File: src/rtl/core/incremental_prime_generator_top_macros.svh
// assertion macros for the incremental prime generator
// used by incremental_prime_generator_top; expects clk and rst_n in scope
`ifndef INCREMENTAL_PRIME_GENERATOR_TOP_MACROS_SVH
`define INCREMENTAL_PRIME_GENERATOR_TOP_MACROS_SVH
`ifndef NO_ASSERTIONS
`define IPG_ASSERT_IMP(lbl, ante, cons, msg) \
    lbl: assert property (@(posedge clk) disable iff (!rst_n) (ante) |-> (cons)) \
        else $error(msg);
`define IPG_ASSERT_NXT(lbl, ante, cons, msg) \
    lbl: assert property (@(posedge clk) disable iff (!rst_n) (ante) |=> (cons)) \
        else $error(msg);
`else
`define IPG_ASSERT_IMP(lbl, ante, cons, msg)
`define IPG_ASSERT_NXT(lbl, ante, cons, msg)
`endif
`endif

File: src/rtl/core/ipg_ram.sv
// generic single write port ram with registered read
// no dependencies
`timescale 1ns / 1ps
module ipg_ram #(
    parameter int WIDTH = 16,
    parameter int DEPTH = 64
) (
    input  logic                     clk,
    input  logic                     we,
    input  logic [$clog2(DEPTH)-1:0] waddr,
    input  logic [WIDTH-1:0]         wdata,
    input  logic [$clog2(DEPTH)-1:0] raddr,
    output logic [WIDTH-1:0]         rdata
);

    logic [WIDTH-1:0] mem_reg [DEPTH];
    logic [WIDTH-1:0] rdata_reg;

    always_ff @(posedge clk)
    begin
        if (we)
        begin
            mem_reg[waddr] <= wdata;
        end
        rdata_reg <= mem_reg[raddr];
    end

    assign rdata = rdata_reg;

endmodule

File: config.mk
export PLATFORM = sky130hd
export DESIGN_NAME = ipg_ram
export DESIGN_NICKNAME = d
export VERILOG_FILES = /design/src/rtl/core/incremental_prime_generator_top_macros.svh /design/src/rtl/core/ipg_ram.sv
export SDC_FILE = /design/constraint.sdc
export NUM_CORES = 1
export LEC_CHECK = 0
export BUFFER_PORTS_ARGS = -buffer_cell sky130_fd_sc_hd__buf_2
export CAP_MARGIN = 10
export CORE_AREA = 2 2 320 322
export CTS_CLUSTER_DIAMETER = 40
export CTS_CLUSTER_SIZE = 16
export DETAILED_ROUTE_END_ITERATION = 10
export DIE_AREA = 0 0 322 324
export SLEW_MARGIN = 20
export SYNTH_ARGS = -nofsm -noshare
export SYNTH_HDL_FRONTEND = slang
export SYNTH_SLANG_ARGS = --single-unit
File: constraint.sdc
create_clock -name clk -period 2.09 [get_ports clk]
set_input_delay 0 -clock clk [delete_from_list [all_inputs] [get_ports clk]]
set_output_delay 0 -clock clk [all_outputs]
set_load 0.05 [all_outputs]
# Word level (Yosys, flattened, before mapping)
# Memories as Yosys holds them, arrays and structs flattened. A register that Yosys moved wholly into a read port is not among the register bits.
# Cells that the tools add are included.
word_totals:
  ff_bits: 0
  ram_bits: 1024
  input_bits: 30
  out_inout_bits: 16
  wordCells: 3
  memories: 1
memory_table:
  columns: ["memory", "words", "width", "read_ports", "rd_clocked_by_memory_dff", "wr", "line_no", "rtl"]
  rows:
  - ["mem_reg", 64, 16, 1, 1, 1, "ipg_ram.sv:16", "logic [WIDTH-1:0] mem_reg [DEPTH];"]
op_classes:
  muxes: 2
op_table:
  columns: ["operator", "n"]
  rows:
  - ["$mux W1", 2]

# Longest topological paths before layout
logic_depth:
  word_depth: 2
  depth_mapped: 10

# Worst setup path before layout
# No wires, ideal clock.
synth_path:
  path_kind: "in2reg"
  startpoint: "input port waddr[3]"
  endpoint: "memory mem_reg[48][0], enable pin"
  setup_ns: 0.409
  t_arrival_ns: 1.626
  required_time_ns: 1.681
  slack_ns: 0.055
  stages: 4
  cell_sequence: "clkbuf_1 nor2b_1 nand4b_1 nor3_1"
synth_rtl:
  columns: ["element", "line_no", "rtl"]
  rows:
  - ["start: declaration", "ipg_ram.sv:10", "input logic [$clog2(DEPTH)-1:0] waddr,"]
  - ["end: declaration", "ipg_ram.sv:16", null]
# Straight into the memory's write port.

==> results.md <==
Outcome:
- The flow ran to the end, and the final reports show no timing, DRC or antenna violations.

Global route:
- Entering global routing, the biggest net connects 56 pins.
- Across every metal layer, demand over resource in global routing totals 0.190.
- Global routing finished with a remaining overflow of 0.
- The via count of the first global-routing pass is 20400.
- The first global-routing pass estimated 143 mm of wire.
- The number of antenna violations at the first check in global routing is 10.

Clocking:
- Counting every sink on the clock net gives 1040.
- The source-to-sink clock delay at the later pin of the worst-skew pair is 0.70 ns.
- The number of setup buffers added after CTS is 0.
- The number of H-tree branching levels is 3.
- TritonCTS built the clock tree.
- TritonCTS created 114 clock buffers.
- The post-CTS clock slew at the launch and capture registers of the worst setup and hold paths is 0.06 ns.
- The cell sitting at the root of the clock tree is a clkbuf_16.
- The longest clock path from root to sink contains 3 buffers.

Cells and area:
- The library cell used most frequently in the layout, excluding fill and tap cells, is edfxtp_1.
- The area growth from synthesis to final layout is 19.0%.
- The multi-input combinational cells in the finished layout cover a total of approximately 8300 sq um.
- The library cells used most frequently in the layout, excluding fill and tap cells, are edfxtp_1, mux4_2, buf_4.
- The final layout contains 2161 nets.
- After routing the design area is 47700 sq um.
- The flip-flop count of the largest register after layout is between 1000 and 1500.
- The sequential standard cell area is 31100 sq um.
- The number of fillers in the final layout is 8249.
- The layout cell share with drive strength beyond 1 is 0.328.

Drt:
- The routed wire length per instance is 27.7 um.
- For this run, design rule violations remaining after detail routing come to 0.
- The detailed-router iteration count before antenna repair is 5.
- The routed design has slightly below 100 mm of wire.
- The final antenna-violating net count is 0.
- The DRC violation total after the first TritonRoute iteration is around 2100.
- Across all layers, the routed design uses around 20000 vias.
- The via-per-instance ratio is 5.56.

Die:
- The floorplan step defined a die boundary enclosing 104000 sq um.
- The chip height is around 320 um.
- The die is 322 um wide.
- The floorplan has roughly 120 rows.
- The core box area is 101000 sq um.
- Pin placement for this block handled 46 I/O pins.
- For this configuration, the core starts out at a cell density of 0.396.

Min path:
- In this run the worst hold path is classified as primary input to flop.

STA:
- The number of pins with negative max-slew slack in the final report is 0.
- For this run, the top clock speed supported by timing is 493 MHz.
- Of the available clock period, the critical path in the final layout requires 0.971.
- The total of endpoints with negative setup slack in the final report is 0.
- The worst max-slew margin expressed relative to the limit is 0.367.
- The slack of the critical path is 0.0599 ns.
- Setup repair after global routing left no endpoint under its margin.
- The count of final hold-check violations came to 0.
- The worst hold slack after final layout is 0.0615 ns.
- The slew of the pin with the lowest slew margin is 0.949 ns.
- The worst setup skew after layout is slightly above 0.03 ns.
- The minimum clock period is 2.03 ns.

Placed design:
- Timing analysis after detailed placement gives a worst setup slack of -0.323 ns.
- The number of I/O port buffers is 45.
- The HPWL after detailed placement is 62.0 mm.
- The final weighted congestion in routability-driven placement is approximately 0.8.
- The area of placed instances is 43400 sq um.

Synthesis:
- The synthesized flop and latch total is between 1000 and 1500.
- Dividing the synthesized area by the synthesized cell count gives around 22 sq um.
- The count of cell types in the netlist is 43.
- The count of flip-flops with a built-in enable after synthesis is 1024.
- The gate count after technology mapping is about 1800.
- For this run, the leading register cell type out of synthesis is edfxtp_1.
- Synthesis produced a netlist with a net count of roughly 1900.
- The area share of the largest cell type after synthesis is 0.768.
- During synthesis, Yosys emitted a total of 0 warnings.
- After synthesis the cells add up to 40000 sq um.
- For this run, the register share of the synthesized area comes to 0.776.
- The post-synthesis cell type with the largest combined area is edfxtp_1.
- By area the synthesized netlist is led by edfxtp_1, mux4_2, mux2i_1.
- The async set or reset register ratio after synthesis is 0.

Power and ir drop:
- For this design the ratio of total power to cell area is 975 nW/um^2.
- The peak supply drop is 0.732 mV.
- The overall power consumption is ~46 mW.
- The leakage power summed over all cells is around 15 nW.

Worst setup path:
- The critical path goes through mux4_2 -> nor2b_1 -> a211o_1 -> a31oi_2 -> buf_4 -> a311oi_1.
- The worst setup path is launched from a flop.
- STA puts the critical path data required time at roughly 2.7 ns.
- The worst setup path is captured at a flop.
- The slowest library cell on the worst path is mux4_2.
- The worst setup path is of the flop to flop kind.
- Data arrives at the worst endpoint at approximately 2.6 ns.
- The number of buffers and inverters on the critical path is 1.
- The highest net fanout along the worst path is 1.
- The gate family responsible for the most delay along the worst path is compound AO/OA/AOI/OAI gates.
- The largest single stage delay on the critical path is 0.47 ns.

Run:
- The number of max-cap violations is 0.
[area by class of cell]
class / instances / share of cell area
Sequential cell: 1040 / 0.652
Multi-Input combinational cell: 685 / 0.174
Clock buffer: 129 / 0.0628
Timing Repair Buffer: 290 / 0.0562
Tap cell: 1309 / 0.0344
Clock inverter: 88 / 0.0209
Antenna cell: 5 / 0.000263
[worst paths after layout]
check                 start  endpoint  slack (ns)  cells after the start
max reg2reg  mem_reg[11][3]  rdata[3]        0.06                      6
min reg2reg  mem_reg[63][2]  rdata[2]        0.86                      5
max          mem_reg[11][3]  rdata[3]        0.06                      6
min                raddr[4]  rdata[6]        0.06                      4
[per-layer routing]
| layer | vias to the layer above | wire (um) | track usage |
|---|---|---|---|
| met3 | 141 | 5780 | 0.0263 |
| met5 | - | 13 | 0 |
| li1 | 8331 | - | - |
| met4 | 2 | 2620 | 0.0609 |
| met2 | 705 | 48800 | 0.319 |
| met1 | 10600 | 41000 | 0.259 |
[through the flow]
| step | cells | util | setup TNS, ns |
|---|---|---|---|
| final | 3546 | 0.472 | 0 |
| after global routing | 3541 | 0.472 | 0 |
| after CTS | 3541 | 0.472 | 0 |
| after detailed placement | 3304 | 0.430 | -1.66 |
| after global placement | 3304 | 0.430 | -1.66 |
| after floorplan | 1829 | - | 0 |
[kinds of logic after synthesis]
family          after synthesis  share of synthesized area
compound gates              129                     0.0241
buf+inv                     104                     0.0183
flops                      1040                      0.776
mux                         336                      0.155
simple gates                220                     0.0265
[worst register-to-register path: cells and delay by family, from the launching register on]
family          cells  cell delay, ns
compound gates      3            0.76
mux                 1            0.47
flops               1            0.37
buf+inv             1            0.18
simple gates        1            0.14
[timing repair]
item / 4_1_cts / 5_1_grt
endpoints found under the setup margin: 2 / 2
pin swaps: 0 / 1
endpoints found under the hold margin: 505 / 0
hold buffers: 20 / 0
gates resized for setup: 2 / 2
[cells in the mapped netlist (12+ instances only)]
cell type	instances
nor2b_1	30
a22oi_1	39
buf_4	13
mux2_2	27
dfxtp_1	16
buf_2	36
mux2i_1	85
nor2_1	72
nand4_1	12
nand2_1	59
a221oi_1	16
nand3_1	24
a21oi_1	17
edfxtp_1	1024
buf_6	17
mux4_2	220
clkbuf_1	24
[power by group]
group	leakage [nW]	total [mW]	switching [mW]	internal, mW
registers	9.35	23.2	0.0804	23.1
clock network	1.93	20.8	8.78	12.0
logic	4.16	2.53	1.53	1.00
(Power assumes the default switching activity.)
