[src/rtl/core/incremental_prime_generator_top_macros.svh]
// assertion macros for the incremental prime generator
// used by incremental_prime_generator_top; expects clk and rst_n in scope
`ifndef INCREMENTAL_PRIME_GENERATOR_TOP_MACROS_SVH
`define INCREMENTAL_PRIME_GENERATOR_TOP_MACROS_SVH
`ifndef NO_ASSERTIONS
`define IPG_ASSERT_IMP(lbl, ante, cons, msg) \
    lbl: assert property (@(posedge clk) disable iff (!rst_n) (ante) |-> (cons)) \
        else $error(msg);
`define IPG_ASSERT_NXT(lbl, ante, cons, msg) \
    lbl: assert property (@(posedge clk) disable iff (!rst_n) (ante) |=> (cons)) \
        else $error(msg);
`else
`define IPG_ASSERT_IMP(lbl, ante, cons, msg)
`define IPG_ASSERT_NXT(lbl, ante, cons, msg)
`endif
`endif

[src/rtl/core/ipg_pkg.sv]
// package for the incremental prime generator: widths, microcode and shared types
// no dependencies
`timescale 1ns / 1ps
package ipg_pkg;

    localparam int NUM_W       = 32;
    localparam int TABLE_DEPTH = 8192;
    localparam int TAB_AW      = $clog2(TABLE_DEPTH);
    localparam int FILL_W      = $clog2(TABLE_DEPTH + 1);
    localparam int ENTRY_W     = 16;
    localparam int CAND_W      = NUM_W + 1;
    localparam int DIV_W       = NUM_W / 2 + 2;
    localparam int SQ_W        = 2 * DIV_W;
    localparam int DIV_BITS    = 2;
    localparam int DIV_STEPS   = NUM_W / DIV_BITS;
    localparam int DIV_CNT_W   = $clog2(DIV_STEPS + 1);
    localparam int UPC_W       = 5;
    localparam int FIRST_PRIME = 2;

    typedef enum logic [3:0] {
        OP_NOP,
        OP_ACCEPT,
        OP_INIT_CAND,
        OP_TEST_INIT,
        OP_LOAD_P,
        OP_SQUARE,
        OP_DIV_START,
        OP_NEXT_I,
        OP_D_FIX,
        OP_P_ADD2,
        OP_C_ADD2,
        OP_STORE,
        OP_SET_FIN,
        OP_EMIT_DONE,
        OP_RESTART
    } dp_op_t;

    typedef enum logic [3:0] {
        C_NEVER,
        C_ALWAYS,
        C_NO_START,
        C_RESTART,
        C_FINISHED,
        C_RANGE,
        C_I_END,
        C_SQ_GT,
        C_DIV_BUSY,
        C_REM_ZERO
    } cond_t;

    typedef struct packed {
        dp_op_t           op;
        cond_t            cond;
        logic [UPC_W-1:0] target;
    } ucode_t;

    typedef struct packed {
        logic restart_path;
        logic finished;
        logic out_of_range;
        logic i_end;
        logic sq_gt_c;
        logic div_busy;
        logic rem_zero;
    } status_t;

    localparam logic [UPC_W-1:0] S_IDLE      = 5'd0;
    localparam logic [UPC_W-1:0] S_DISPATCH  = 5'd1;
    localparam logic [UPC_W-1:0] S_FINCHK    = 5'd2;
    localparam logic [UPC_W-1:0] S_INIT      = 5'd3;
    localparam logic [UPC_W-1:0] S_CHECK     = 5'd4;
    localparam logic [UPC_W-1:0] S_TINIT     = 5'd5;
    localparam logic [UPC_W-1:0] S_TLOOP     = 5'd6;
    localparam logic [UPC_W-1:0] S_TLOAD     = 5'd7;
    localparam logic [UPC_W-1:0] S_TSQ       = 5'd8;
    localparam logic [UPC_W-1:0] S_TCMP      = 5'd9;
    localparam logic [UPC_W-1:0] S_TDIV      = 5'd10;
    localparam logic [UPC_W-1:0] S_TWAIT     = 5'd11;
    localparam logic [UPC_W-1:0] S_TNEXT     = 5'd12;
    localparam logic [UPC_W-1:0] S_TBACK     = 5'd13;
    localparam logic [UPC_W-1:0] S_TAIL      = 5'd14;
    localparam logic [UPC_W-1:0] S_XSQ       = 5'd15;
    localparam logic [UPC_W-1:0] S_XCMP      = 5'd16;
    localparam logic [UPC_W-1:0] S_XDIV      = 5'd17;
    localparam logic [UPC_W-1:0] S_XWAIT     = 5'd18;
    localparam logic [UPC_W-1:0] S_XNEXT     = 5'd19;
    localparam logic [UPC_W-1:0] S_XBACK     = 5'd20;
    localparam logic [UPC_W-1:0] S_COMPOSITE = 5'd21;
    localparam logic [UPC_W-1:0] S_PRIME     = 5'd22;
    localparam logic [UPC_W-1:0] S_SETFIN    = 5'd23;
    localparam logic [UPC_W-1:0] S_DONE      = 5'd24;
    localparam logic [UPC_W-1:0] S_RESTART   = 5'd25;

    function automatic ucode_t ipg_ucode(input logic [UPC_W-1:0] upc);
        ucode_t cw;
        cw = '{op: OP_NOP, cond: C_ALWAYS, target: S_IDLE};
        unique case (upc)
            S_IDLE:      cw = '{op: OP_ACCEPT,    cond: C_NO_START, target: S_IDLE};
            S_DISPATCH:  cw = '{op: OP_NOP,       cond: C_RESTART,  target: S_RESTART};
            S_FINCHK:    cw = '{op: OP_NOP,       cond: C_FINISHED, target: S_DONE};
            S_INIT:      cw = '{op: OP_INIT_CAND, cond: C_NEVER,    target: S_IDLE};
            S_CHECK:     cw = '{op: OP_NOP,       cond: C_RANGE,    target: S_SETFIN};
            S_TINIT:     cw = '{op: OP_TEST_INIT, cond: C_NEVER,    target: S_IDLE};
            S_TLOOP:     cw = '{op: OP_NOP,       cond: C_I_END,    target: S_TAIL};
            S_TLOAD:     cw = '{op: OP_LOAD_P,    cond: C_NEVER,    target: S_IDLE};
            S_TSQ:       cw = '{op: OP_SQUARE,    cond: C_NEVER,    target: S_IDLE};
            S_TCMP:      cw = '{op: OP_NOP,       cond: C_SQ_GT,    target: S_PRIME};
            S_TDIV:      cw = '{op: OP_DIV_START, cond: C_NEVER,    target: S_IDLE};
            S_TWAIT:     cw = '{op: OP_NOP,       cond: C_DIV_BUSY, target: S_TWAIT};
            S_TNEXT:     cw = '{op: OP_NEXT_I,    cond: C_REM_ZERO, target: S_COMPOSITE};
            S_TBACK:     cw = '{op: OP_NOP,       cond: C_ALWAYS,   target: S_TLOOP};
            S_TAIL:      cw = '{op: OP_D_FIX,     cond: C_NEVER,    target: S_IDLE};
            S_XSQ:       cw = '{op: OP_SQUARE,    cond: C_NEVER,    target: S_IDLE};
            S_XCMP:      cw = '{op: OP_NOP,       cond: C_SQ_GT,    target: S_PRIME};
            S_XDIV:      cw = '{op: OP_DIV_START, cond: C_NEVER,    target: S_IDLE};
            S_XWAIT:     cw = '{op: OP_NOP,       cond: C_DIV_BUSY, target: S_XWAIT};
            S_XNEXT:     cw = '{op: OP_P_ADD2,    cond: C_REM_ZERO, target: S_COMPOSITE};
            S_XBACK:     cw = '{op: OP_NOP,       cond: C_ALWAYS,   target: S_XSQ};
            S_COMPOSITE: cw = '{op: OP_C_ADD2,    cond: C_ALWAYS,   target: S_CHECK};
            S_PRIME:     cw = '{op: OP_STORE,     cond: C_ALWAYS,   target: S_IDLE};
            S_SETFIN:    cw = '{op: OP_SET_FIN,   cond: C_NEVER,    target: S_IDLE};
            S_DONE:      cw = '{op: OP_EMIT_DONE, cond: C_ALWAYS,   target: S_IDLE};
            S_RESTART:   cw = '{op: OP_RESTART,   cond: C_ALWAYS,   target: S_IDLE};
            default:     cw = '{op: OP_NOP,       cond: C_ALWAYS,   target: S_IDLE};
        endcase
        return cw;
    endfunction

endpackage

[src/rtl/core/ipg_seq.sv]
// microcode sequencer: step counter, control rom lookup and conditional jumps
// depends on ipg_pkg
`timescale 1ns / 1ps
module ipg_seq
    import ipg_pkg::*;
(
    input  logic    clk,
    input  logic    rst_n,
    input  logic    start,
    input  status_t st,
    output ucode_t  cw,
    output logic    busy
);

    logic [UPC_W-1:0] upc_reg, upc_next;
    logic             take;

    assign cw = ipg_ucode(upc_reg);

    always_comb
    begin
        case (cw.cond)
            C_NEVER:    take = 1'b0;
            C_ALWAYS:   take = 1'b1;
            C_NO_START: take = !start;
            C_RESTART:  take = st.restart_path;
            C_FINISHED: take = st.finished;
            C_RANGE:    take = st.out_of_range;
            C_I_END:    take = st.i_end;
            C_SQ_GT:    take = st.sq_gt_c;
            C_DIV_BUSY: take = st.div_busy;
            C_REM_ZERO: take = st.rem_zero;
            default:    take = 1'b0;
        endcase
        upc_next = take ? cw.target : upc_reg + 1'b1;
    end

    always_ff @(posedge clk or negedge rst_n)
    begin
        if (!rst_n)
        begin
            upc_reg <= S_IDLE;
        end
        else
        begin
            upc_reg <= upc_next;
        end
    end

    assign busy = (upc_reg != S_IDLE);

endmodule

[config.mk]
export PLATFORM = sky130hd
export DESIGN_NAME = ipg_seq
export DESIGN_NICKNAME = d
export VERILOG_FILES = /design/src/rtl/core/incremental_prime_generator_top_macros.svh /design/src/rtl/core/ipg_pkg.sv /design/src/rtl/core/ipg_seq.sv
export SDC_FILE = /design/constraint.sdc
export NUM_CORES = 1
export LEC_CHECK = 0
export ABC_AREA = 1
export BUFFER_PORTS_ARGS = -buffer_cell sky130_fd_sc_hd__buf_2
export CAP_MARGIN = 20
export CELL_PAD_IN_SITES_DETAIL_PLACEMENT = 0
export CELL_PAD_IN_SITES_GLOBAL_PLACEMENT = 1
export CORE_MARGIN = 2
export CORE_UTILIZATION = 39
export DETAILED_ROUTE_END_ITERATION = 6
export MAX_ROUTING_LAYER = met4
export PLACE_DENSITY_LB_ADDON = 0.15
export SLEW_MARGIN = 20
export SYNTH_ARGS = -nofsm -noshare
export SYNTH_HDL_FRONTEND = slang
export SYNTH_SLANG_ARGS = --single-unit
[constraint.sdc]
create_clock -name clk -period 5.3 [get_ports clk]
set_input_delay 0.53 -clock clk [delete_from_list [all_inputs] [get_ports clk]]
set_output_delay 0.53 -clock clk [all_outputs]
set_load 0.03 [all_outputs]
* Yosys cells after proc, flatten, opt, wreduce, memory -nomap -nowiden
Memories as Yosys holds them, arrays and structs flattened.
Cells that the tools add are included.
** Storage, ports and cells
- Flip-flop bits (word level) :: 5
- Logic and storage cells :: 16
- Bits of input ports :: 10
- Memories kept :: 1
- Output and inout bits :: 14
- Memory bits (read-only) :: 416
** Memory list
- (name not given) :: words 32, bits a word 13, read ports 1, clocked after Yosys merged registers in 0, wr ports 0, line ipg_pkg.sv:97 : unique case (upc)
** Cells by class
- Equality and inequality tests :: 9
- Add/sub/neg operators :: 1
- Muxes and demuxes :: 2
- Reductions and logical operators :: 2
** Operators with widths (number)
- 4-bit by 3-bit equality test with 1-bit output, second input constant :: 4
- 1-bit case mux with 9 select lines :: 1
- 4-bit by 2-bit equality test with 1-bit output, second input constant :: 2
- 4-bit equality test, second input constant :: 2
- 5-bit by 1-bit adder with 5-bit output, second input constant :: 1
- 5-bit two-way mux :: 1
- 5-bit nonzero test :: 1
- 4-bit by 1-bit equality test with 1-bit output, second input constant :: 1
- 1-bit zero test :: 1

* Depth between registers and ports, before layout
Gate-level depths: netlist (run 1).
An unclocked memory read counts as a cell.
- Depth in word-level cells :: 4
- Gate-level depth with buffers :: 14
- Gate-level depth less buffers :: 14

* Worst setup path after synthesis (run 1)
Ideal clock, no wire load.
- Kind :: flip-flop to output port
- From :: register upc_reg[1]
- To :: output cw[1] (netlist name)
- Required time :: 4.770 ns
- Stages on the path, launching flop included :: 5
- Setup slack :: 2.798 ns
- Buffers on the path :: 0
- Arrival time :: 1.972 ns
- Cell sequence :: dfrtp_1 inv_1 ha_1 nor2_1 o41ai_1
** RTL lines
- from (decl) :: line ipg_seq.sv:15 : logic [UPC_W-1:0] upc_reg, upc_next;
- from (signal assigned) :: line ipg_seq.sv:46 : upc_reg <= upc_next;
- to (decl) :: line ipg_seq.sv:11 : output ucode_t cw,

==> impl_metrics.tcl, run 1 <==
set metrics [dict create \
    status "finished clean" \
    place_area_um2 1084 \
    fin_crit_ns 2.540 \
    cts_inserted_buffers 3 \
    routed_wl_mm 2.579 \
    row_count 17 \
    hpwl_mm 2.089 \
    synthDominantCellAreaShare_pct 15.25 \
    synth_cell_type_count 28 \
    grtUsageTotal_pct 22.15 \
    wl_per_cell_um 12.77 \
    dr_wl_met3_um 209 \
    wl_met2_mm 1.223 \
    reg2reg_setup_slack_ns 3.23 \
    layout.nets 192 \
    grt_pass1_wl_mm 4.547 \
    yosys_warnings 0 \
    grt_pass1_vias 997 \
    ant_nets 0 \
    worst_slew_pin_slew_ns 0.6106 \
    antenna_found_initial 0 \
    yosysSeqAreaShare_pct 13.04 \
    grt_overflow 0 \
    finalClockSkew_ns 0.003519 \
    crit_type "register to primary output" \
    cts_resized 0 \
    final_cell_mix "39 x nand2_1, 23 x buf_2, 15 x inv_1" \
    final_hold_viol_count 0 \
    initial_utilization_pct 42.17 \
    core_um2 2276 \
    grt_start_max_net_pins 16 \
    period_share_pct 47.92 \
    cts_setup_buffers 0 \
    dr_total_vias 1070 \
    reg2reg_to "upc_reg[4]" \
    largest_reg_flops 5 \
    io_pins 24 \
    first_pass_iters 4 \
    fmax_mhz 393.7 \
    vias_per_cell 5.297 \
    cp_max_fo 15 \
    htree_levels 1 \
    cts.sinks 5 \
    final_common_cell "nand2_1" \
    synth-seq-cells 5 \
    clk_latency_ns 0.25 \
    cts_tree "yes" \
    drive_gt1_share_pct 31.61 \
    dp_slack_ns 3.016 \
    insertedDiodeCount 0 \
    timing.rr.start "upc_reg[1]" \
    clkTransAtPathRegs_ns 0.04 \
    rr_worst_depth 13 \
    holdBufCountCts 0 \
    synthesis.nets 167 \
    clk_path_buf_depth 2 \
    die_w_um 53.61 \
    min_path_type "input port to async pin" \
    route.top_layer_used "met4" \
    wl_met1_mm 1.130 \
    synth_cells 150 \
    critPathCaptureType "primary output" \
    synth_area_um2 959.7 \
    drtIter0Drc 40 \
    drv_slew 0 \
    post-synth-top-area-cell "nand2_1" \
    portBuffers 23 \
    drc 0 \
    setup_viol 0 \
    die_h_um 53.61 \
    critPathLaunchType "register" \
    crit_arrival_ns 2.01 \
    finalWeightedCongestion 0.9147 \
    finish.instance_area_um2 1110 \
    crit_required_ns 4.77 \
    setup_slack_ns 2.760 \
    synth_area_leaders "nand2_1 15%, dfrtp_1 13%, ha_1 9.1%" \
    root_buffer "clkbuf_4" \
    grt_setup_unrepaired "false" \
    die-area_um2 2874 \
    avgSynthCellArea_um2 6.398 \
    fin_setup_tns_ns 0 \
    area_delta_synth_final_pct 15.64 \
    relSlewSlack_pct 59.29 \
    drv_cap 0 \
]
-- cells in the mapped netlist, drive strengths merged --
library cell and instances:
o21ai 9, buf 2, nand4 6, o211ai 3
dfrtp 5, a21oi 6, nand3 16, ha 7
nand2 54, o41ai 1, nor2 14, o22ai 2
a32o 1, a31o 1, clkbuf 1, inv 19
a31oi 1, xor2 2
-- critical path, stage by stage, from the launching register on --
cell and delay, ns:
dfrtp_1 0.72, nor2_1 0.20, o41ai_1 0.55, buf_2 0.29
-- stage by stage --
step | instances | hold WS, ns | utilization (%)
3_5_place_dp | 198 | 0.3473 | 47.61
5_1_grt | 202 | 0.08149 | 48.76
4_1_cts | 202 | 0.08410 | 48.76
2_1_floorplan | 150 | 0.2344 | -
3_3_place_gp | 198 | 0.3446 | 47.61
6_report | 202 | 0.08866 | 48.76
-- how the worst max path moves through the flow --
stage	startpoint	slack, ns	end	cells after the start
after detailed placement	upc_reg[1]	3.02	cw[1]	5
after floorplan	upc_reg[1]	2.80	cw[1]	4
after global routing	upc_reg[2]	2.61	cw[9]	7
after CTS	upc_reg[1]	2.74	cw[1]	5
final	upc_reg[2]	2.76	cw[1]	3
after global placement	upc_reg[1]	3.05	cw[9]	8
-- cells by family (layout without fill, tap and decap cells) --
kind of cell    Yosys count  in the layout  synth area share (%)
flops                     5              5                 13.04
xor+xnor                  2              2                 1.826
fa+ha+maj                 7              7                 9.126
compound gates           24             24                 17.08
buf+inv                  22             46                 10.17
simple gates             90             90                 48.76
-- routing by layer --
layer | up-vias | global-route usage [%]
met5 | - | -
met2 | 44 | 33.33
li1 | 546 | -
met1 | 476 | 31.23
met3 | 4 | 3.333
met4 | 0 | 5.128
-- final cells by class --
type                       instances  area (µm²)
fill                             234        1166
multi-input combinational        123       737.0
sequential                         5       125.1
timing repair buffer              23       115.1
inverter                          19       71.32
tap                               28       35.03
clock buffer                       4       26.28
Power of run 1 is not shown: default switching activity piles up to over one toggle a cycle in this logic, so the estimate is an artifact.
==> run 2: changes to the inputs <==
Settings changed: CORE_UTILIZATION 39 to 36.
Clock period 5.3 ns to 2.63 ns, I/O delays scaled along.
==> run 2 against run 1 <==
Against the previous run: clock-buffer cell count is 1 lower; highest routed layer is now met3; worst hold slack better by 0.28 ns; first-iteration DRC count grew 15%; critical path type unchanged; critical path depth up 4; die area increased by 7.7%.
==> impl_metrics.tcl, run 2 (synthesis results as in run 1) <==
set metrics [dict create \
    grt_start_max_net_pins 16 \
    cts.sinks 5 \
    multi_input_area_um2 737.0 \
    area_delta_synth_final_pct 17.86 \
    finalClockSkew_ns 0.006724 \
    critPathCaptureType "primary output" \
    setup_viol 0 \
    insertedDiodeCount 0 \
    grtUsageTotal_pct 17.77 \
    io_pins 24 \
    layout.nets 194 \
    routed_wl_mm 2.665 \
    crit_required_ns 2.37 \
    drv_slew 0 \
    place_area_um2 1094 \
    regArea_um2 125.1 \
    worst_slew_pin_slew_ns 0.6456 \
    finalWeightedCongestion 0.8727 \
    antenna_found_initial 0 \
    fmax_mhz 438.2 \
    period_share_pct 86.76 \
    cts_resized 0 \
    dr_total_vias 1070 \
    cp_max_fo 15 \
    cts_inserted_buffers 3 \
    first_pass_iters 4 \
    grt_overflow 0 \
    grt_pass1_vias 991 \
    cts_setup_buffers 0 \
    crit_arrival_ns 2.02 \
    final_hold_viol_count 0 \
    final_common_cell "nand2_1" \
    largest_reg_flops 5 \
    hpwl_mm 2.117 \
    drc 0 \
    clk_latency_ns 0.24 \
    die-area_um2 3095 \
    htree_levels 1 \
    core_um2 2500 \
    die_h_um 55.63 \
    die_w_um 55.63 \
    final_cell_mix "39 x nand2_1, 23 x buf_2, 15 x inv_1" \
    fillCellCount 290 \
    clk_path_buf_depth 2 \
    fin_setup_tns_ns 0 \
    wl_per_cell_um 12.94 \
    drtIter0Drc 46 \
    cts_tree "yes" \
    initial_utilization_pct 38.39 \
    fin_crit_ns 2.282 \
    min_path_type "input port to async pin" \
    drv_cap 0 \
    portBuffers 23 \
    finish.instance_area_um2 1131 \
    vias_per_cell 5.194 \
    ant_nets 0 \
    crit_type "register to primary output" \
    grt_pass1_wl_mm 4.388 \
    status "finished clean" \
    holdBufCountCts 1 \
    clkTransAtPathRegs_ns 0.05 \
    row_count 18 \
    relSlewSlack_pct 56.96 \
    root_buffer "clkbuf_4" \
    drive_gt1_share_pct 32.39 \
    critPathLaunchType "register" \
    grt_setup_unrepaired "false" \
]
-- run 2: final timing paths --
check | from | slack [ns] | cells after the start | end
max in group asynchronous | rst_n | 2.12 | 2 | upc_reg[2]
max | upc_reg[2] | 0.35 | 7 | cw[9]
min reg2reg | upc_reg[0] | 0.77 | 3 | upc_reg[0]
max reg2reg | upc_reg[1] | 0.53 | 13 | upc_reg[1]
min in group clk | st[0] | 0.53 | 7 | upc_reg[4]
min | rst_n | 0.37 | 2 | upc_reg[0]
-- run 2: critical path, stage by stage, from the launching register on --
cell	delay (ns)
dfrtp_1	0.75
inv_2	0.21
nor2_1	0.23
o21ai_0	0.10
inv_1	0.06
a21oi_1	0.04
o211ai_1	0.16
buf_2	0.22
-- run 2: area by class of cell --
| type | count | share of cell area (%) |
|---|---|---|
| inverter | 19 | 6.305 |
| timing repair buffer | 25 | 11.73 |
| sequential | 5 | 11.06 |
| multi-input combinational | 123 | 65.16 |
| clock inverter | 1 | 0.4425 |
| tap | 30 | 3.319 |
| clock buffer | 3 | 1.991 |
-- run 2: through the flow --
stage	hold WS, ns	std cells	utilization, %	setup slack (ns)
6_report	0.3681	206	45.25	0.3481
4_1_cts	0.3542	206	45.25	0.3437
2_1_floorplan	-0.03259	150	-	0.3192
5_1_grt	0.3723	206	45.25	0.2005
3_3_place_gp	0.07732	201	43.74	0.5479
3_5_place_dp	0.08566	201	43.74	0.5455
-- run 2: routing by layer --
metal | share of wire (%) | GRT usage, % | up-vias
met5 | 0 | - | -
met3 | 5.8 | 1.860 | 0
met4 | 0 | 5.575 | 0
met1 | 48 | 24.43 | 481
met2 | 46 | 27.38 | 36
li1 | - | - | 553
Power of run 2 is left out for the same reason.
