[src/rtl/core/incremental_prime_generator_top_macros.svh]
// assertion macros for the incremental prime generator
// used by incremental_prime_generator_top; expects clk and rst_n in scope
`ifndef INCREMENTAL_PRIME_GENERATOR_TOP_MACROS_SVH
`define INCREMENTAL_PRIME_GENERATOR_TOP_MACROS_SVH
`ifndef NO_ASSERTIONS
`define IPG_ASSERT_IMP(lbl, ante, cons, msg) \
    lbl: assert property (@(posedge clk) disable iff (!rst_n) (ante) |-> (cons)) \
        else $error(msg);
`define IPG_ASSERT_NXT(lbl, ante, cons, msg) \
    lbl: assert property (@(posedge clk) disable iff (!rst_n) (ante) |=> (cons)) \
        else $error(msg);
`else
`define IPG_ASSERT_IMP(lbl, ante, cons, msg)
`define IPG_ASSERT_NXT(lbl, ante, cons, msg)
`endif
`endif

[src/rtl/core/ipg_pkg.sv]
// package for the incremental prime generator: widths, microcode and shared types
// no dependencies
`timescale 1ns / 1ps
package ipg_pkg;

    localparam int NUM_W       = 32;
    localparam int TABLE_DEPTH = 8192;
    localparam int TAB_AW      = $clog2(TABLE_DEPTH);
    localparam int FILL_W      = $clog2(TABLE_DEPTH + 1);
    localparam int ENTRY_W     = 16;
    localparam int CAND_W      = NUM_W + 1;
    localparam int DIV_W       = NUM_W / 2 + 2;
    localparam int SQ_W        = 2 * DIV_W;
    localparam int DIV_BITS    = 2;
    localparam int DIV_STEPS   = NUM_W / DIV_BITS;
    localparam int DIV_CNT_W   = $clog2(DIV_STEPS + 1);
    localparam int UPC_W       = 5;
    localparam int FIRST_PRIME = 2;

    typedef enum logic [3:0] {
        OP_NOP,
        OP_ACCEPT,
        OP_INIT_CAND,
        OP_TEST_INIT,
        OP_LOAD_P,
        OP_SQUARE,
        OP_DIV_START,
        OP_NEXT_I,
        OP_D_FIX,
        OP_P_ADD2,
        OP_C_ADD2,
        OP_STORE,
        OP_SET_FIN,
        OP_EMIT_DONE,
        OP_RESTART
    } dp_op_t;

    typedef enum logic [3:0] {
        C_NEVER,
        C_ALWAYS,
        C_NO_START,
        C_RESTART,
        C_FINISHED,
        C_RANGE,
        C_I_END,
        C_SQ_GT,
        C_DIV_BUSY,
        C_REM_ZERO
    } cond_t;

    typedef struct packed {
        dp_op_t           op;
        cond_t            cond;
        logic [UPC_W-1:0] target;
    } ucode_t;

    typedef struct packed {
        logic restart_path;
        logic finished;
        logic out_of_range;
        logic i_end;
        logic sq_gt_c;
        logic div_busy;
        logic rem_zero;
    } status_t;

    localparam logic [UPC_W-1:0] S_IDLE      = 5'd0;
    localparam logic [UPC_W-1:0] S_DISPATCH  = 5'd1;
    localparam logic [UPC_W-1:0] S_FINCHK    = 5'd2;
    localparam logic [UPC_W-1:0] S_INIT      = 5'd3;
    localparam logic [UPC_W-1:0] S_CHECK     = 5'd4;
    localparam logic [UPC_W-1:0] S_TINIT     = 5'd5;
    localparam logic [UPC_W-1:0] S_TLOOP     = 5'd6;
    localparam logic [UPC_W-1:0] S_TLOAD     = 5'd7;
    localparam logic [UPC_W-1:0] S_TSQ       = 5'd8;
    localparam logic [UPC_W-1:0] S_TCMP      = 5'd9;
    localparam logic [UPC_W-1:0] S_TDIV      = 5'd10;
    localparam logic [UPC_W-1:0] S_TWAIT     = 5'd11;
    localparam logic [UPC_W-1:0] S_TNEXT     = 5'd12;
    localparam logic [UPC_W-1:0] S_TBACK     = 5'd13;
    localparam logic [UPC_W-1:0] S_TAIL      = 5'd14;
    localparam logic [UPC_W-1:0] S_XSQ       = 5'd15;
    localparam logic [UPC_W-1:0] S_XCMP      = 5'd16;
    localparam logic [UPC_W-1:0] S_XDIV      = 5'd17;
    localparam logic [UPC_W-1:0] S_XWAIT     = 5'd18;
    localparam logic [UPC_W-1:0] S_XNEXT     = 5'd19;
    localparam logic [UPC_W-1:0] S_XBACK     = 5'd20;
    localparam logic [UPC_W-1:0] S_COMPOSITE = 5'd21;
    localparam logic [UPC_W-1:0] S_PRIME     = 5'd22;
    localparam logic [UPC_W-1:0] S_SETFIN    = 5'd23;
    localparam logic [UPC_W-1:0] S_DONE      = 5'd24;
    localparam logic [UPC_W-1:0] S_RESTART   = 5'd25;

    function automatic ucode_t ipg_ucode(input logic [UPC_W-1:0] upc);
        ucode_t cw;
        cw = '{op: OP_NOP, cond: C_ALWAYS, target: S_IDLE};
        unique case (upc)
            S_IDLE:      cw = '{op: OP_ACCEPT,    cond: C_NO_START, target: S_IDLE};
            S_DISPATCH:  cw = '{op: OP_NOP,       cond: C_RESTART,  target: S_RESTART};
            S_FINCHK:    cw = '{op: OP_NOP,       cond: C_FINISHED, target: S_DONE};
            S_INIT:      cw = '{op: OP_INIT_CAND, cond: C_NEVER,    target: S_IDLE};
            S_CHECK:     cw = '{op: OP_NOP,       cond: C_RANGE,    target: S_SETFIN};
            S_TINIT:     cw = '{op: OP_TEST_INIT, cond: C_NEVER,    target: S_IDLE};
            S_TLOOP:     cw = '{op: OP_NOP,       cond: C_I_END,    target: S_TAIL};
            S_TLOAD:     cw = '{op: OP_LOAD_P,    cond: C_NEVER,    target: S_IDLE};
            S_TSQ:       cw = '{op: OP_SQUARE,    cond: C_NEVER,    target: S_IDLE};
            S_TCMP:      cw = '{op: OP_NOP,       cond: C_SQ_GT,    target: S_PRIME};
            S_TDIV:      cw = '{op: OP_DIV_START, cond: C_NEVER,    target: S_IDLE};
            S_TWAIT:     cw = '{op: OP_NOP,       cond: C_DIV_BUSY, target: S_TWAIT};
            S_TNEXT:     cw = '{op: OP_NEXT_I,    cond: C_REM_ZERO, target: S_COMPOSITE};
            S_TBACK:     cw = '{op: OP_NOP,       cond: C_ALWAYS,   target: S_TLOOP};
            S_TAIL:      cw = '{op: OP_D_FIX,     cond: C_NEVER,    target: S_IDLE};
            S_XSQ:       cw = '{op: OP_SQUARE,    cond: C_NEVER,    target: S_IDLE};
            S_XCMP:      cw = '{op: OP_NOP,       cond: C_SQ_GT,    target: S_PRIME};
            S_XDIV:      cw = '{op: OP_DIV_START, cond: C_NEVER,    target: S_IDLE};
            S_XWAIT:     cw = '{op: OP_NOP,       cond: C_DIV_BUSY, target: S_XWAIT};
            S_XNEXT:     cw = '{op: OP_P_ADD2,    cond: C_REM_ZERO, target: S_COMPOSITE};
            S_XBACK:     cw = '{op: OP_NOP,       cond: C_ALWAYS,   target: S_XSQ};
            S_COMPOSITE: cw = '{op: OP_C_ADD2,    cond: C_ALWAYS,   target: S_CHECK};
            S_PRIME:     cw = '{op: OP_STORE,     cond: C_ALWAYS,   target: S_IDLE};
            S_SETFIN:    cw = '{op: OP_SET_FIN,   cond: C_NEVER,    target: S_IDLE};
            S_DONE:      cw = '{op: OP_EMIT_DONE, cond: C_ALWAYS,   target: S_IDLE};
            S_RESTART:   cw = '{op: OP_RESTART,   cond: C_ALWAYS,   target: S_IDLE};
            default:     cw = '{op: OP_NOP,       cond: C_ALWAYS,   target: S_IDLE};
        endcase
        return cw;
    endfunction

endpackage

[src/rtl/core/ipg_div.sv]
// iterative remainder unit, DIV_BITS quotient bits per cycle
// depends on ipg_pkg
`timescale 1ns / 1ps
module ipg_div
    import ipg_pkg::*;
(
    input  logic             clk,
    input  logic             rst_n,
    input  logic             start,
    input  logic [NUM_W-1:0] dividend,
    input  logic [DIV_W-1:0] divisor,
    output logic             busy,
    output logic             rem_zero
);

    logic [DIV_CNT_W-1:0] cnt_reg, cnt_next;
    logic [DIV_W:0]       rem_reg, rem_next;
    logic [NUM_W-1:0]     sh_reg, sh_next;

    always_comb
    begin
        logic [DIV_W:0]   r;
        logic [NUM_W-1:0] q;
        r = rem_reg;
        q = sh_reg;
        for (int k = 0; k < DIV_BITS; k++)
        begin
            r = {r[DIV_W-1:0], q[NUM_W-1]};
            q = {q[NUM_W-2:0], 1'b0};
            if (r >= {1'b0, divisor})
            begin
                r = r - {1'b0, divisor};
            end
        end
        cnt_next = cnt_reg;
        rem_next = rem_reg;
        sh_next  = sh_reg;
        if (start)
        begin
            cnt_next = DIV_CNT_W'(DIV_STEPS);
            rem_next = '0;
            sh_next  = dividend;
        end
        else if (cnt_reg != '0)
        begin
            cnt_next = cnt_reg - 1'b1;
            rem_next = r;
            sh_next  = q;
        end
    end

    always_ff @(posedge clk or negedge rst_n)
    begin
        if (!rst_n)
        begin
            cnt_reg <= '0;
        end
        else
        begin
            cnt_reg <= cnt_next;
        end
    end

    always_ff @(posedge clk)
    begin
        rem_reg <= rem_next;
        sh_reg  <= sh_next;
    end

    assign busy     = (cnt_reg != '0);
    assign rem_zero = (rem_reg == '0);

endmodule

[config.mk]
export PLATFORM = sky130hd
export DESIGN_NAME = ipg_div
export DESIGN_NICKNAME = d
export VERILOG_FILES = /design/src/rtl/core/incremental_prime_generator_top_macros.svh /design/src/rtl/core/ipg_pkg.sv /design/src/rtl/core/ipg_div.sv
export SDC_FILE = /design/constraint.sdc
export NUM_CORES = 1
export LEC_CHECK = 0
export CAP_MARGIN = 20
export CORE_AREA = 2 2 119 86
export DETAILED_ROUTE_END_ITERATION = 7
export DIE_AREA = 0 0 121 88
export DONT_BUFFER_PORTS = 1
export GPL_TIMING_DRIVEN = 0
export PLACE_DENSITY = 0.72
export SLEW_MARGIN = 25
export SYNTH_ARGS = -nofsm -noshare
export SYNTH_HDL_FRONTEND = slang
export SYNTH_SLANG_ARGS = --single-unit
[constraint.sdc]
create_clock -name clk -period 6.6 [get_ports clk]
set_input_delay 0.66 -clock clk [delete_from_list [all_inputs] [get_ports clk]]
set_output_delay 0.66 -clock clk [all_outputs]
set_load 0.02 [all_outputs]
Yosys cells after proc, flatten, opt, wreduce, memory -nomap -nowiden. Cells that the tools add are included.

Bits in registers: 56. Word-level logic and storage cells: 17. Memories kept: 0. Latch bits: 0. ROM bits: 0. Bits in writable memories: 0.

$lt $le $gt $ge: 2. Equality and inequality tests: 0. Div/mod/pow operators: 0. Muxes and demuxes: 6. Bitwise gates (word level): 0. $add $sub $neg: 3. Multipliers: 0. Shifts and indexed selects: 0. Reduce and logical (&&, ||, !) cells: 3.

Operators with widths (number): 2-to-1 mux 32 bit (2); greater-or-equal comparator 19 x 18 -> 1 bit (2); logical NOT 19 bit (1); 2-to-1 mux 19 bit (1); subtractor 19 x 18 -> 19 bit (1); 2-to-1 mux 18 bit (1); subtractor 18 bit (1); 2-to-1 mux 5 bit (2); nonzero test 5 bit (1); subtractor 5 x 1 -> 5 bit, second input constant (1); nonzero test 2 bit (1).

Longest topological paths before layout. Gate-level depths: netlist (run 1).

Depth after elaboration: 4. Gate-level depth with buffers: 23. Depth with buffers taken out: 20.

Worst setup path after synthesis (run 1). No wires, ideal clock.

Path type: input to register. Start: in divisor[1]. End: reg rem_reg[0]. Arrival: 4828 ps. Path buffers: 1. Data required time: 6521 ps. Cell stages on the path: 18. Library setup time: 79 ps. Setup slack: 1693 ps. Cell sequence: inv_1 ha_1 nor2b_1 o31a_1 o31a_1 o211ai_2 nand2_1 mux2_2 ha_1 a2111oi_0 o21ai_1 a211o_1 a31oi_1 o21a_1 o211a_1 buf_6 mux2_4 a211oi_2.

Word-level cells in the longest chain between the ends: 4. Elaborated cells on any way between the ends: 5. Those cells by class: add/sub: 1; order compare: 2; mux: 2.

Ends and longest elaborated chain: start: declaration (RTL line ipg_div.sv:11) `input logic [DIV_W-1:0] divisor,`; subtractor 18 bit / greater-or-equal comparator 19 x 18 -> 1 bit (equally long branches) (RTL line ipg_div.sv:32, ipg_div.sv:30); 2-to-1 mux 18 bit (RTL line ipg_div.sv:30) `if (r >= {1'b0, divisor})`; greater-or-equal comparator 19 x 18 -> 1 bit * (RTL line ipg_div.sv:30); 2-to-1 mux 19 bit * (RTL line ipg_div.sv:30); end signal: assignment (RTL line ipg_div.sv:66) `rem_reg <= rem_next;`; end: declaration (RTL line ipg_div.sv:17) `logic [DIV_W:0] rem_reg, rem_next;`.

Mark *: on every way between the ends. The rest lies on a longest branch, timed or not. A chain may end at the register's enable or synchronous reset.

Worst setup path in the final report (run 1).
Start: in divisor[6]. End: reg rem_reg[3].

Word-level cells in the longest chain between the ends: 4. Elaborated cells on any way between the ends: 6. Those cells by class: add/sub: 2; order compare: 2; mux: 2.

Ends and longest elaborated chain (RTL line): greater-or-equal comparator 19 x 18 -> 1 bit / subtractor 18 bit (equally long branches) (ipg_div.sv:30, ipg_div.sv:32); 2-to-1 mux 18 bit (ipg_div.sv:30); subtractor 19 x 18 -> 19 bit / greater-or-equal comparator 19 x 18 -> 1 bit (equally long branches) (ipg_div.sv:32, ipg_div.sv:30); 2-to-1 mux 19 bit * (ipg_div.sv:30).

Marks and branches as above.

==> out/summary.md, run 1 <==
Outcome
* run status: complete, no violations

STA
* unrepaired setup endpoints after global routing: false
* count of final setup violators: 0
* post-route setup TNS: 0 ns
* final clock skew: 0.00610 ns
* max-slew violation count: 0
* Hold Violations, Final: 0
* maximum frequency from static timing analysis: 187 MHz
* period utilization: 0.810
* transition time at the pin with the least slew margin: 1.00 ns
* worst slew slack as a fraction of its limit: 0.325
* final critical delay including setup and external delays: 5.35 ns
* Worst Hold Slack: 0.0500 ns

Layout
* Area growth, synth to finish: 6.74%
* area of all placed cells without fillers: 4980 um^2
* Largest register FFs: 32
* diode count: 0
* Post-layout nets: 621
* share of layout cells above drive strength 1: 0.125

Logic synthesis
* area share of the leading cell type in the synthesized netlist: 0.206
* synthesized instance count: 521
* Post-Syn Area: 4660 um^2
* count of state elements after synthesis: 56
* leading post-synthesis cells by cell area: sky130_fd_sc_hd__edfxtp_1, sky130_fd_sc_hd__ha_1, sky130_fd_sc_hd__mux2_2, sky130_fd_sc_hd__dfxtp_1, sky130_fd_sc_hd__nand2_1
* most area-hungry cell type in the Yosys netlist: sky130_fd_sc_hd__edfxtp_1
* mean area per synthesized cell: 8.95 um^2
* proportion of synthesized chip area in sequential cells: 0.315
* leading cell types by count after synthesis: sky130_fd_sc_hd__nand2_1, sky130_fd_sc_hd__nor2_1, sky130_fd_sc_hd__mux2_2
* post-synthesis cell type count: 64
* library cell with the highest instance count after synthesis: sky130_fd_sc_hd__nand2_1
* synth warn: 0
* fraction of synthesis flops using an asynchronous set or reset pin: 0.0893
* EDFF count, synth: 32
* flip-flop cell with the highest count after synthesis: sky130_fd_sc_hd__edfxtp_1
* syn_nets: 614

Drt
* DRT Pass-1 Iters: 5
* DRT Wirelength: 13,000 um
* average wire length per cell after detail routing: 19.8 um
* post-detailed-route count of antenna-violating nets: 0
* initial DRC count: 563
* via-per-instance ratio: 6.33
* post-route DRC violation count: 0
* number of vias after detailed routing: 4,156

Worst setup path
* Crit path top cell by count: sky130_fd_sc_hd__a31oi_1
* critical path data required time: 6.80 ns
* kind of start point of the critical path: input pin
* Slowest Stage Delay on Critical Path: 0.43 ns
* CP Capture Type: flop
* highest net fanout along the worst path: 10
* cell class contributing the biggest share of worst-path delay: compound AO/OA/AOI/OAI gates
* CP Buf/Inv Count: 3
* critical path arrival: 5.55 ns
* cell at the slowest stage of the critical path: sky130_fd_sc_hd__a2111oi_0
* ordered list of cells on the worst path: inv_1 -> ha_1 -> a21o_1 -> a31oi_1 -> a31oi_1 -> o211ai_2 -> nand2_1 -> mux2_2 -> ha_1 -> a2111oi_0 -> o21ai_1 -> a211o_1 -> a31oi_1 -> o21a_1 -> o211a_1 -> buf_6 -> buf_6 -> nand2_1 -> a311oi_1
* setup slack of the most critical reg-to-reg path: 1.29 ns
* critical path type: in -> reg

Clock tree
* maximum level of the CTS H-tree: 2
* number of clock sinks: 56
* TritonCTS clock tree: built
* CTS resizes: 0
* clock-pin slew on the worst setup and hold paths: 0.07 ns
* # hold bufs at CTS: 0
* largest buffer count on any clock path: 2
* insertion delay to the later sink of the worst-skew pair: 0.29 ns
* number of setup buffers added after CTS: 0
* buffer cell driving the clock tree root: sky130_fd_sc_hd__clkbuf_16
* number of clock buffers inserted by TritonCTS: 5

Placement
* # port buffers: 0
* global placement routability congestion: 0.920
* HPWL after detailed placement: 10,100 um
* total placed instance area: 4830 um^2

GRT
* fraction of met1 tracks used by global routing: 0.350
* number of antenna violations at the first check in global routing: 0
* pin count of the biggest net entering global routing: 33
* total routing resource utilization after global routing: 0.242
* wire length of the first global-routing pass: 20,200 um
* most used routing layer in global routing: met2
* met2 layer usage reported by global route: 0.369
* met3 Track Usage GR: 0.0540
* aggregate global routing overflow: 0
* number of global-route vias before repair: 3,900

Floorplanning
* Placement Rows: 30
* die width: 121 um
* effective utilization at floorplan: 0.491
* Top-Level Pins: 55
* core footprint: 9500 um^2
* height of the chip: 88 um
* die footprint: 10,600 um^2

Pwr
* power density cells: 541 nW/um^2
* Max IR drop VDD: 0.000187 V
* Final Power: 2.69 mW
* cell leakage power: 2.10 nW

Run
* max-cap violations: 0

Worst hold path
* path type of the worst min-delay path: in -> async

layout make-up:
| cell class | instances | area [um^2] |
|---|---|---|
| fill | 859 | 4520 |
| clock inverter | 2 | 16.3 |
| multi-input combinational | 413 | 2980 |
| clock buffer | 6 | 129 |
| sequential | 56 | 1470 |
| tap | 128 | 160 |
| buffer | 19 | 98.8 |
| inverter | 33 | 124 |
routing by layer:
metal / part of all wire / vias up
li1: - / 1948
met3: 0.096 / 25
met2: 0.44 / 223
met5: 0 / -
met4: 0.017 / 0
met1: 0.45 / 1960
stage by stage:
stage,instances,setup WS (ns),utilization
final,657,1.25,0.524
after floorplan,521,1.69,-
after detailed placement,649,1.07,0.509
after CTS,657,1.35,0.524
after global routing,657,0.967,0.524
after global placement,649,1.12,0.508
power by group:
group	internal (mW)	total (mW)	switching, mW	leakage [nW]
clock	0.142	0.265	0.124	0.0671
sequential	0.491	0.578	0.0869	0.560
combinational	0.762	1.85	1.09	1.47
cells in the final DEF, fill, tap and decap left out, types with 6 or more instances in the layout:
cell type                   n
sky130_fd_sc_hd__o21ai_1    7
sky130_fd_sc_hd__ha_1      38
sky130_fd_sc_hd__edfxtp_1  32
sky130_fd_sc_hd__a211oi_1   8
sky130_fd_sc_hd__xor2_1     9
sky130_fd_sc_hd__nand3_1   21
sky130_fd_sc_hd__nor2_1    45
sky130_fd_sc_hd__mux2_2    39
sky130_fd_sc_hd__nand4_1    6
sky130_fd_sc_hd__a311oi_1  12
sky130_fd_sc_hd__a31oi_1   10
sky130_fd_sc_hd__inv_1     32
sky130_fd_sc_hd__a21o_1    10
sky130_fd_sc_hd__o21a_1     6
sky130_fd_sc_hd__nor4_1     7
sky130_fd_sc_hd__nor2b_1    7
sky130_fd_sc_hd__nand2_1   45
sky130_fd_sc_hd__clkbuf_1  13
sky130_fd_sc_hd__o21ai_0   21
sky130_fd_sc_hd__a21oi_1   21
sky130_fd_sc_hd__xnor2_1   15
sky130_fd_sc_hd__nor3_1    16
sky130_fd_sc_hd__dfxtp_1   19
kinds of logic after synthesis:
group / count (synthesis) / share of synthesized area
buf+inv: 52 / 0.0478
fa+ha+maj: 40 / 0.111
mux: 42 / 0.102
xor+xnor: 24 / 0.0451
simple gates: 176 / 0.185
flops: 56 / 0.315
compound gates: 131 / 0.196
path summary, 6_finish.rpt:
| path | startpoint | endpoint | cells past startpoint |
|---|---|---|---|
| min | rst_n | cnt_reg[3]$_DFFE_PN0P_ | 0 |
| min in group clk | rem_reg[4]$_SDFFE_PP0P_ | rem_reg[4]$_SDFFE_PP0P_ | 2 |
| max reg2reg | rem_reg[0]$_SDFFE_PP0P_ | rem_reg[3]$_SDFFE_PP0P_ | 18 |
| min reg2reg | rem_reg[4]$_SDFFE_PP0P_ | rem_reg[4]$_SDFFE_PP0P_ | 2 |
| max in group asynchronous | rst_n | cnt_reg[0]$_DFFE_PN0P_ | 0 |
| max | divisor[6] | rem_reg[3]$_SDFFE_PP0P_ | 19 |
(Power assumes the default switching activity.)
==> run 2: changes to the inputs <==
--- a/config.mk
+++ b/config.mk
@@ -5,10 +5,11 @@
 export SDC_FILE = /design/constraint.sdc
 export NUM_CORES = 1
 export LEC_CHECK = 0
+export ABC_AREA = 1
 export CAP_MARGIN = 20
-export CORE_AREA = 2 2 119 86
+export CORE_AREA = 2 2 125 91
 export DETAILED_ROUTE_END_ITERATION = 7
-export DIE_AREA = 0 0 121 88
+export DIE_AREA = 0 0 127 93
 export DONT_BUFFER_PORTS = 1
 export GPL_TIMING_DRIVEN = 0
 export PLACE_DENSITY = 0.72
==> constraint.sdc (replaced) <==
create_clock -name clk -period 5.55 [get_ports clk]
set_input_delay 0.555 -clock clk [delete_from_list [all_inputs] [get_ports clk]]
set_output_delay 0.555 -clock clk [all_outputs]
set_load 0.02 [all_outputs]
==> out/summary.md, run 2 <==
Placement
* HPWL after detailed placement: 11,400 um, was 10,100 um
* global placement routability congestion: 1.03, was 0.920
* total placed instance area: 5360 um^2, was 4830 um^2
* setup slack at placement: 0.994 ns, was 1.07 ns
* # port buffers: 0, unchanged

Worst hold path
* path type of the worst min-delay path: in -> reg, was in -> async

Clock tree
* maximum level of the CTS H-tree: 2, unchanged
* # hold bufs at CTS: 1, was 0
* number of setup buffers added after CTS: 0, unchanged
* clock-pin slew on the worst setup and hold paths: 0.08 ns, was 0.07 ns
* largest buffer count on any clock path: 2, unchanged
* number of clock buffers inserted by TritonCTS: 5, unchanged
* insertion delay to the later sink of the worst-skew pair: 0.30 ns, was 0.29 ns
* CTS resizes: 0, unchanged
* buffer cell driving the clock tree root: sky130_fd_sc_hd__clkbuf_16, unchanged
* TritonCTS clock tree: built, unchanged
* number of clock sinks: 56, unchanged

Layout
* Post-layout nets: 899, was 621
* Area growth, synth to finish: 6.41%, was 6.74%
* Largest register FFs: 32, unchanged
* fill cell total of the finished layout: 1,099, was 859
* share of layout cells above drive strength 1: 0.0582, was 0.125
* area of all placed cells without fillers: 5520 um^2, was 4980 um^2
* diode count: 0, unchanged
* most common cell after layout, fill and taps aside: sky130_fd_sc_hd__nand2_1
* commonest non-fill, non-tap cells in the layout: sky130_fd_sc_hd__nand2_1, sky130_fd_sc_hd__inv_1, sky130_fd_sc_hd__nand3_1, was sky130_fd_sc_hd__nor2_1, sky130_fd_sc_hd__nand2_1, sky130_fd_sc_hd__mux2_2

Drt
* post-detailed-route count of antenna-violating nets: 0, unchanged
* post-route DRC violation count: 0, unchanged
* number of vias after detailed routing: 4,937, was 4,156
* average wire length per cell after detail routing: 14.5 um, was 19.8 um
* DRT Wirelength: 13,700 um, was 13,000 um
* via-per-instance ratio: 5.24, was 6.33
* DRT Pass-1 Iters: 5, unchanged
* initial DRC count: 492, was 563

Worst setup path
* CP Capture Type: flop, unchanged
* kind of start point of the critical path: flop, was input pin
* highest net fanout along the worst path: 10, unchanged
* critical path arrival: 4.63 ns, was 5.55 ns
* critical path type: reg -> reg, was in -> reg
* critical path data required time: 5.75 ns, was 6.80 ns

Logic synthesis
* leading post-synthesis cells by cell area: sky130_fd_sc_hd__nand2_1, sky130_fd_sc_hd__edfxtp_1, sky130_fd_sc_hd__ha_1, sky130_fd_sc_hd__inv_1, sky130_fd_sc_hd__dfxtp_1, was sky130_fd_sc_hd__edfxtp_1, sky130_fd_sc_hd__ha_1, sky130_fd_sc_hd__mux2_2, sky130_fd_sc_hd__dfxtp_1, sky130_fd_sc_hd__nand2_1
* EDFF count, synth: 32, unchanged
* fraction of synthesis flops using an asynchronous set or reset pin: 0.0893, unchanged
* count of state elements after synthesis: 56, unchanged
* synth warn: 0, unchanged
* leading cell types by count after synthesis: sky130_fd_sc_hd__nand2_1, sky130_fd_sc_hd__inv_1, sky130_fd_sc_hd__nand3_1, was sky130_fd_sc_hd__nand2_1, sky130_fd_sc_hd__nor2_1, sky130_fd_sc_hd__mux2_2
* most area-hungry cell type in the Yosys netlist: sky130_fd_sc_hd__nand2_1, was sky130_fd_sc_hd__edfxtp_1
* proportion of synthesized chip area in sequential cells: 0.283, was 0.315
* area share of the leading cell type in the synthesized netlist: 0.240, was 0.206
* synthesized instance count: 798, was 521
* syn_nets: 891, was 614
* Post-Syn Area: 5190 um^2, was 4660 um^2
* library cell with the highest instance count after synthesis: sky130_fd_sc_hd__nand2_1, unchanged
* flip-flop cell with the highest count after synthesis: sky130_fd_sc_hd__edfxtp_1, unchanged
* mean area per synthesized cell: 6.50 um^2, was 8.95 um^2
* post-synthesis cell type count: 39, was 64

STA
* max-slew violation count: 0, unchanged
* post-route setup TNS: 0 ns, unchanged
* transition time at the pin with the least slew margin: 0.940 ns, was 1.00 ns
* Hold Violations, Final: 0, unchanged
* count of final setup violators: 0, unchanged
* setup ws final: 1.11 ns, was 1.25 ns
* final clock skew: 0.00570 ns, was 0.00610 ns
* period utilization: 0.799
* unrepaired setup endpoints after global routing: false, unchanged
* final critical delay including setup and external delays: 4.44 ns
* worst slew slack as a fraction of its limit: 0.367, was 0.325
* maximum frequency from static timing analysis: 225 MHz

GRT
* number of global-route vias before repair: 4,525, was 3,900
* pin count of the biggest net entering global routing: 35, was 33
* total routing resource utilization after global routing: 0.240, was 0.242
* aggregate global routing overflow: 0, unchanged
* wire length of the first global-routing pass: 22,600 um, was 20,200 um
* number of antenna violations at the first check in global routing: 0, unchanged

Floorplanning
* die footprint: 11,800 um^2, was 10,600 um^2
* core footprint: 10,700 um^2, was 9500 um^2
* Top-Level Pins: 55, unchanged
* die width: 127 um, was 121 um
* height of the chip: 93 um, was 88 um
* effective utilization at floorplan: 0.487, was 0.491
* Placement Rows: 32, was 30

Run
* max-cap violations: 0, unchanged

Outcome
* run status: complete, no violations, unchanged

Pwr
* power density cells: 704 nW/um^2, was 541 nW/um^2
* Max IR drop VDD: 0.000488 V, was 0.000187 V
* cell leakage power: 2.96 nW, was 2.10 nW

## run 2: per-layer routing
| metal | wire, um | share of wire | vias up | global-route usage |
|---|---|---|---|---|
| met5 | 0 | 0 | - | 0 |
| met4 | 42 | 0.0031 | 0 | 0.0238 |
| met3 | 1150 | 0.084 | 4 | 0.0383 |
| met2 | 5080 | 0.37 | 160 | 0.320 |
| met1 | 7420 | 0.54 | 2210 | 0.405 |
| li1 | - | - | 2563 | - |
## run 2: where the power goes
group	switching (mW)	internal, mW	total [mW]
Combinational	1.85	1.03	2.88
Sequential	0.0941	0.587	0.681
Clock	0.161	0.172	0.333
Total	2.11	1.78	3.89
## run 2: metrics by stage
stage	instances	utilization	total power, mW	hold slack [ns]
final	943	0.519	3.89	0.426
after global routing	943	0.519	4.31	0.435
after CTS	943	0.519	3.84	0.424
after detailed placement	934	0.503	3.49	0.260
after global placement	934	0.503	3.47	0.260
after floorplan	798	-	2.88	0.259
## run 2: area by class of cell
| cell class | count | area, um^2 | area share |
|---|---|---|---|
| buffer | 18 | 115 | 0.0208 |
| sequential | 56 | 1470 | 0.266 |
| clock inverter | 3 | 27.5 | 0.00498 |
| inverter | 121 | 454 | 0.0822 |
| multi-input combinational | 603 | 3150 | 0.571 |
| timing repair buffer | 1 | 10.0 | 0.00181 |
| clock buffer | 5 | 125 | 0.0227 |
| tap | 136 | 170 | 0.0308 |
## run 2: cells by family (layout without fill, tap and decap cells)
logic type	Yosys count	count (layout)	synth area share
xor gates and xnor gates	19	19	0.0321
adders and majority gates	40	40	0.0993
DFF	56	56	0.283
AOI/OAI and AO/OA	68	68	0.0718
and+or+nand+nor	476	476	0.405
buffers and inverters	139	148	0.110
## run 2: critical path, stage by stage, from the launching register on
cell and delay (ns):
sky130_fd_sc_hd__dfxtp_1 0.46, sky130_fd_sc_hd__ha_1 0.32, sky130_fd_sc_hd__inv_1 0.15, sky130_fd_sc_hd__nor2_1 0.08, sky130_fd_sc_hd__nand2_1 0.09, sky130_fd_sc_hd__inv_1 0.06
sky130_fd_sc_hd__a21oi_1 0.24, sky130_fd_sc_hd__nand4_4 0.17, sky130_fd_sc_hd__buf_8 0.19, sky130_fd_sc_hd__buf_6 0.14, sky130_fd_sc_hd__o21ai_1 0.17, sky130_fd_sc_hd__inv_1 0.06
sky130_fd_sc_hd__ha_1 0.37, sky130_fd_sc_hd__nand4_1 0.21, sky130_fd_sc_hd__nor3_1 0.40, sky130_fd_sc_hd__nand4_1 0.14, sky130_fd_sc_hd__nand3_1 0.25, sky130_fd_sc_hd__nand2_2 0.22
sky130_fd_sc_hd__nand4_4 0.23, sky130_fd_sc_hd__buf_6 0.18, sky130_fd_sc_hd__nand2_1 0.06, sky130_fd_sc_hd__nand3_1 0.08, sky130_fd_sc_hd__nand2_1 0.05
## run 2: worst paths after layout
kind | startpoint | endpoint | slack [ns] | cells past startpoint
max in group asynchronous | rst_n | cnt_reg[2]$_DFFE_PN0P_ | 4.81 | 1
worst max-delay path | rem_reg[16]$_SDFFE_PP0P_ | rem_reg[1]$_SDFFE_PP0P_ | 1.11 | 22
worst min register to register | rem_reg[18]$_SDFFE_PP0P_ | rem_reg[18]$_SDFFE_PP0P_ | 0.47 | 2
worst min-delay path | dividend[0] | sh_reg[0]$_SDFFCE_PN0P_ | 0.43 | 2
min in group asynchronous | rst_n | cnt_reg[1]$_DFFE_PN0P_ | 0.55 | 1
worst max register to register | rem_reg[16]$_SDFFE_PP0P_ | rem_reg[1]$_SDFFE_PP0P_ | 1.11 | 22
